**src/crpp_pkg.sv**
```systemverilog
`timescale 1ns / 1ps
`default_nettype none

package crpp_pkg;

  typedef logic [7:0] byte_t;
  typedef logic [2:0] addr_t;
  typedef logic [2:0] kind_t;
  typedef logic [1:0] phase_t;

  localparam phase_t PH_HEADER = 2'd0;
  localparam phase_t PH_KIND   = 2'd1;
  localparam phase_t PH_BODY   = 2'd2;

  localparam byte_t  TERM_BYTE = 8'hFF;
  localparam logic [3:0] KIND_MIN = 4'd3;
  localparam logic [3:0] KIND_MAX = 4'd6;

endpackage

`default_nettype wire

```
**src/camera_reply_packet_parser.sv**
```systemverilog
// Frames camera-control reply packets from a serial byte stream, one received
// byte per request. Header, kind and payload bytes are taken while no drain
// runs, and payload bytes go into a single-port store of MAX_PAYLOAD bytes.
// The 0xFF terminator starts a drain: each buffered byte takes a store read
// with registered data, then a load into the output register, which waits
// while the output is stalled; the input is held until the packet's last
// result, or the single result of an empty packet, is loaded. Input is
// stalled only during a drain; a finished result may wait in the output
// register while new bytes are taken. Payload beyond MAX_PAYLOAD bytes is
// dropped and the packet's results carry truncated set.
`timescale 1ns / 1ps
`default_nettype none

module camera_reply_packet_parser #(
  parameter int MAX_PAYLOAD = 16
) (
  input  wire                   clk,
  input  wire                   rst_n,
  input  wire                   in_valid,
  output logic                  in_stall,
  input  wire  crpp_pkg::byte_t in_rx_byte,
  output logic                  out_valid,
  input  wire                   out_stall,
  output crpp_pkg::addr_t       out_sender_address,
  output crpp_pkg::kind_t       out_reply_kind,
  output crpp_pkg::byte_t       out_payload_byte,
  output logic                  out_has_payload,
  output logic                  out_last_of_packet,
  output logic                  out_truncated
);

  import crpp_pkg::*;

  localparam int AW = (MAX_PAYLOAD > 1) ? $clog2(MAX_PAYLOAD) : 1;
  localparam int CW = $clog2(MAX_PAYLOAD + 1);
  localparam logic [CW-1:0] CNT_MAX = CW'(MAX_PAYLOAD);

  localparam logic [1:0] S_IDLE  = 2'd0;
  localparam logic [1:0] S_READ  = 2'd1;
  localparam logic [1:0] S_LOAD  = 2'd2;
  localparam logic [1:0] S_EMPTY = 2'd3;

  logic [1:0]    state_r, state_nxt;
  phase_t        phase_r, phase_nxt;
  addr_t         sender_r, sender_nxt;
  kind_t         kind_r, kind_nxt;
  logic [CW-1:0] count_r, count_nxt;
  logic          ovf_r, ovf_nxt;
  logic [CW-1:0] rd_idx_r, rd_idx_nxt;
  logic          out_valid_r, out_valid_nxt;

  byte_t         mem [MAX_PAYLOAD];
  byte_t         rd_data_r;

  addr_t         out_sender_r;
  kind_t         out_kind_r;
  byte_t         out_byte_r;
  logic          out_has_r;
  logic          out_last_r;
  logic          out_trunc_r;

  logic          in_acc;
  logic          slot_free;
  logic          load_data;
  logic          load_empty;
  logic          mem_we;
  logic          is_last;
  logic [3:0]    kind_nib;
  logic          hdr_ok;

  assign in_stall  = (state_r != S_IDLE);
  assign in_acc    = in_valid && !in_stall;
  assign slot_free = !out_valid_r || !out_stall;
  assign load_data  = (state_r == S_LOAD) && slot_free;
  assign load_empty = (state_r == S_EMPTY) && slot_free;
  assign is_last   = ({1'b0, rd_idx_r} + (CW+1)'(1)) == {1'b0, count_r};
  assign kind_nib  = in_rx_byte[7:4];
  assign hdr_ok    = in_rx_byte[7] && (in_rx_byte[2:0] == 3'd0) &&
                     (in_rx_byte[3] ? (in_rx_byte[6:4] == 3'd0)
                                    : (in_rx_byte[6:4] != 3'd0));
  assign mem_we    = in_acc && (phase_r == PH_BODY) && (in_rx_byte != TERM_BYTE) &&
                     (count_r < CNT_MAX);

  always_comb begin
    state_nxt     = state_r;
    phase_nxt     = phase_r;
    sender_nxt    = sender_r;
    kind_nxt      = kind_r;
    count_nxt     = count_r;
    ovf_nxt       = ovf_r;
    rd_idx_nxt    = rd_idx_r;
    out_valid_nxt = out_valid_r && out_stall;
    unique case (state_r)
      S_IDLE: begin
        if (in_acc) begin
          unique case (phase_r)
            PH_KIND: begin
              if (kind_nib >= KIND_MIN && kind_nib <= KIND_MAX) begin
                kind_nxt  = kind_nib[2:0];
                phase_nxt = PH_BODY;
              end else begin
                phase_nxt  = PH_HEADER;
                sender_nxt = '0;
                kind_nxt   = '0;
                count_nxt  = '0;
                ovf_nxt    = 1'b0;
              end
            end
            PH_BODY: begin
              if (in_rx_byte != TERM_BYTE) begin
                if (count_r < CNT_MAX) begin
                  count_nxt = count_r + CW'(1);
                end else begin
                  ovf_nxt = 1'b1;
                end
              end else begin
                phase_nxt  = PH_HEADER;
                rd_idx_nxt = '0;
                state_nxt  = (count_r == '0) ? S_EMPTY : S_READ;
              end
            end
            default: begin
              phase_nxt = PH_HEADER;
              if (hdr_ok) begin
                sender_nxt = in_rx_byte[6:4];
                phase_nxt  = PH_KIND;
              end
            end
          endcase
        end
      end
      S_READ: begin
        state_nxt = S_LOAD;
      end
      S_LOAD: begin
        if (slot_free) begin
          out_valid_nxt = 1'b1;
          if (is_last) begin
            state_nxt  = S_IDLE;
            sender_nxt = '0;
            kind_nxt   = '0;
            count_nxt  = '0;
            ovf_nxt    = 1'b0;
          end else begin
            rd_idx_nxt = rd_idx_r + CW'(1);
            state_nxt  = S_READ;
          end
        end
      end
      S_EMPTY: begin
        if (slot_free) begin
          out_valid_nxt = 1'b1;
          state_nxt     = S_IDLE;
          sender_nxt    = '0;
          kind_nxt      = '0;
          count_nxt     = '0;
          ovf_nxt       = 1'b0;
        end
      end
      default: begin
        state_nxt = S_IDLE;
      end
    endcase
  end

  always_ff @(posedge clk) begin
    if (!rst_n) begin
      state_r     <= S_IDLE;
      phase_r     <= PH_HEADER;
      sender_r    <= '0;
      kind_r      <= '0;
      count_r     <= '0;
      ovf_r       <= 1'b0;
      rd_idx_r    <= '0;
      out_valid_r <= 1'b0;
    end else begin
      state_r     <= state_nxt;
      phase_r     <= phase_nxt;
      sender_r    <= sender_nxt;
      kind_r      <= kind_nxt;
      count_r     <= count_nxt;
      ovf_r       <= ovf_nxt;
      rd_idx_r    <= rd_idx_nxt;
      out_valid_r <= out_valid_nxt;
    end
  end

  // payload store
  always_ff @(posedge clk) begin
    if (mem_we) begin
      mem[count_r[AW-1:0]] <= in_rx_byte;
    end
    if (state_r == S_READ) begin
      rd_data_r <= mem[rd_idx_r[AW-1:0]];
    end
  end

  always_ff @(posedge clk) begin
    if (load_data || load_empty) begin
      out_sender_r <= sender_r;
      out_kind_r   <= kind_r;
      out_byte_r   <= load_data ? rd_data_r : 8'd0;
      out_has_r    <= load_data;
      out_last_r   <= load_empty || is_last;
      out_trunc_r  <= ovf_r;
    end
  end

  assign out_valid          = out_valid_r;
  assign out_sender_address = out_sender_r;
  assign out_reply_kind     = out_kind_r;
  assign out_payload_byte   = out_byte_r;
  assign out_has_payload    = out_has_r;
  assign out_last_of_packet = out_last_r;
  assign out_truncated      = out_trunc_r;

endmodule

`default_nettype wire
```
**config.mk**
```make
export PLATFORM = sky130hd
export DESIGN_NAME = camera_reply_packet_parser
export DESIGN_NICKNAME = d
export VERILOG_FILES = /design/src/crpp_pkg.sv /design/src/camera_reply_packet_parser.sv
export SDC_FILE = /design/constraint.sdc
export NUM_CORES = 1
export LEC_CHECK = 0
export BUFFER_PORTS_ARGS = -buffer_cell sky130_fd_sc_hd__buf_2
export CAP_MARGIN = 15
export CELL_PAD_IN_SITES_DETAIL_PLACEMENT = 1
export CELL_PAD_IN_SITES_GLOBAL_PLACEMENT = 2
export CORE_MARGIN = 2
export CORE_UTILIZATION = 35
export DETAILED_ROUTE_END_ITERATION = 10
export PLACE_DENSITY = 0.63
export RECOVER_POWER = 50
export SYNTH_ARGS = -nofsm -noshare
export SYNTH_HDL_FRONTEND = slang
export SYNTH_SLANG_ARGS = --single-unit
```
**constraint.sdc**
```tcl
create_clock -name clk -period 3.25 [get_ports clk]
set_input_delay 0.1625 -clock clk [delete_from_list [all_inputs] [get_ports clk]]
set_output_delay 0.1625 -clock clk [all_outputs]
set_load 0.01 [all_outputs]
```
==> flow_summary.json <==
{
  "status": "complete, no violations",
  "cts_root_buffer": "clkbuf_16",
  "end_kind": "register",
  "final_common_cell": "edfxtp_1",
  "drv_cap": 0,
  "finalPower_mw": 4.61,
  "gr-total-overflow": 0,
  "clk_latency_ps": 430,
  "postCtsSetupBuffers": 0,
  "hold_viol_final": 0,
  "slew_viol_final": 0,
  "multi_input_area_um2": 2020,
  "htreeDepth": 4,
  "critPathKind": "reg2reg",
  "core_um2": 20200,
  "fin_nets": 487,
  "die_h_um": 147,
  "finalClockSkew_ps": 13.6,
  "ir_worst_vdd_mv": 0.339,
  "syn-mean-instance-area_um2": 17.2,
  "die_area_um2": 21600,
  "grt_pass1_wl_mm": 25.4,
  "crit_arrival_ps": 2970,
  "globalplace.congestion": 0.764,
  "fin_crit_ps": 2620,
  "synthArstFlopShare_pct": 0,
  "rsz0062_at_grt": "no",
  "ys_ff_latch": 175,
  "cts_resized": 0,
  "cts_tree": "done",
  "ff_latch_area_um2": 5040,
  "synth-main-ff-cell": "edfxtp_1",
  "cts.sink_count": 175,
  "hold_slack_ps": 85.2,
  "fp-row-count": 52,
  "dr.pass1.iters": 4,
  "power_per_cell_area_nw_per_um2": 555,
  "io_buffers": 30,
  "antenna_found_initial": 1,
  "grt_max_degree": 37,
  "cts_buffers": 17,
  "fmax_ghz": 0.382,
  "clk_pin_slew_ps": 70,
  "postCtsHoldBufs": 0,
  "syn_area_um2": 7170,
  "stdcell_count": 751,
  "syn_nets": 435,
  "yosys_warnings": 0,
  "final_area_um2": 8310,
  "layout-drive-gt1-share_pct": 19.8,
  "hp-class": "in2reg",
  "cts_buffer_depth": 2,
  "start_util_pct": 35.5,
  "drt-total-wl_mm": 16.5,
  "ant_nets": 0,
  "grt_pass1_vias": 4100,
  "drt-initial-drc-count": 317,
  "finalCritPeriodShare_pct": 80.5,
  "crit_required_ps": 3610,
  "wl_per_cell_um": 21.9,
  "die_x_um": 147,
  "place_area_um2": 7750,
  "worst_pin_slew_ps": 1200,
  "slew_headroom_pct": 19.8,
  "final_cell_mix": "edfxtp_1 (153), mux4_2 (40), clkbuf_1 (33), nand2_1 (23), dfxtp_1 (21)",
  "grt_usage_pct": 16.1,
  "setup_violations": 0,
  "via_per_inst": 5.19,
  "leakagePower_nw": 2.69,
  "num_io_pins": 31,
  "hpwl_mm": 11.2,
  "path_max_fanout": 15,
  "ys_seq_area_share_pct": 70.2,
  "vias": 3896,
  "area_growth_pct": 15.9,
  "ys_types": 51,
  "synth-edff-count": 153,
  "nFillCells": 2007,
  "crit_path_start_kind": "register",
  "placed_cells": 719,
  "drcViolationCount": 0,
  "fin_setup_tns_ps": 0,
  "synthCells": 416
}
[critical path, cell delays in order (launching register included)]
cell	delay, ps
dfxtp_1	800
xor3_1	460
nor3_2	210
and4_4	300
a21oi_4	100
or4_1	520
a21boi_1	150
[sequential cells by signal (all words and copies together), names as in the netlist, 2 cells and up]
register / cells
mem: 128
count_r: 5
state_r: 2
out_payload_byte: 8
out_reply_kind: 3
sender_r: 3
rd_idx_r: 5
out_sender_address: 3
rd_data_r: 8
kind_r: 3
phase_r: 2
[where the power goes]
| group | switching, mW | total [mW] | internal, mW |
|---|---|---|---|
| Combinational | 0.0538 | 0.0668 | 0.0130 |
| Clock | 0.889 | 2.11 | 1.22 |
| Sequential | 0.000301 | 2.43 | 2.43 |
| Total | 0.943 | 4.61 | 3.67 |
[layer usage]
metal  vias up  routed length, um  track usage [%]
li1       1764                  -                -
met4         0                185             5.19
met1      2052               7780             22.3
met3        15                548             3.23
met2        65               7960             25.7
met5         -                  0                0
[logic make-up after synthesis]
family / share of synthesized area (%)
AOI/OAI and AO/OA: 4.19
xor gates and xnor gates: 0.820
adders and majority gates: 1.22
buffers and inverters: 1.59
DFF: 70.2
muxes: 13.5
and+or+nand+nor: 8.40
[cells in the mapped netlist (all sizes together) (3+ instances only)]
| cell type | n | share of area (%) |
|---|---|---|
| mux4 | 40 | 13 |
| nand2 | 23 | 1.2 |
| a211oi | 3 | 0.31 |
| inv | 9 | 0.47 |
| nand3b | 4 | 0.42 |
| a31oi | 3 | 0.26 |
| nand3 | 10 | 0.70 |
| clkbuf | 13 | 0.68 |
| a21boi | 5 | 0.58 |
| buf | 6 | 0.44 |
| and3 | 10 | 0.87 |
| o21ai | 10 | 0.70 |
| nor3 | 7 | 0.56 |
| nor2b | 11 | 0.96 |
| ha | 7 | 1.2 |
| a21oi | 11 | 0.93 |
| nor4 | 4 | 0.35 |
| dfxtp | 22 | 6.1 |
| nand4b | 3 | 0.37 |
| mux2i | 7 | 0.98 |
| edfxtp | 153 | 64 |
| nand2b | 6 | 0.52 |
| nor2 | 18 | 0.94 |
| xnor2 | 3 | 0.37 |
| nor3b | 4 | 0.42 |
[metrics by stage]
stage                     setup WS [ps]  util, %
after detailed placement            616     38.4
after global placement              673     38.4
after floorplan                     987        -
final                               635     41.2
after global routing                424     41.2
after CTS                           607     41.5
[final cells by class]
class / count / share of cell area, %
antenna: 1 / 0.0301
clock buffer: 17 / 5.12
clock inverter: 14 / 2.18
inverter: 9 / 0.407
multi-input combinational: 213 / 24.3
sequential: 175 / 60.6
tap: 270 / 4.07
timing repair buffer: 52 / 3.27
[final timing paths]
| kind | startpoint | end | slack [ps] | cells after the start |
|---|---|---|---|---|
| worst max-delay path | rd_idx_r[2] | count_r[0] | 630 | 6 |
| worst min-delay path | out_stall | out_valid | 90 | 3 |
| worst max register to register | rd_idx_r[2] | count_r[0] | 630 | 6 |
| worst min register to register | kind_r[2] | out_reply_kind[2] | 440 | 0 |
Note: power is estimated with default switching activity, not from simulation.
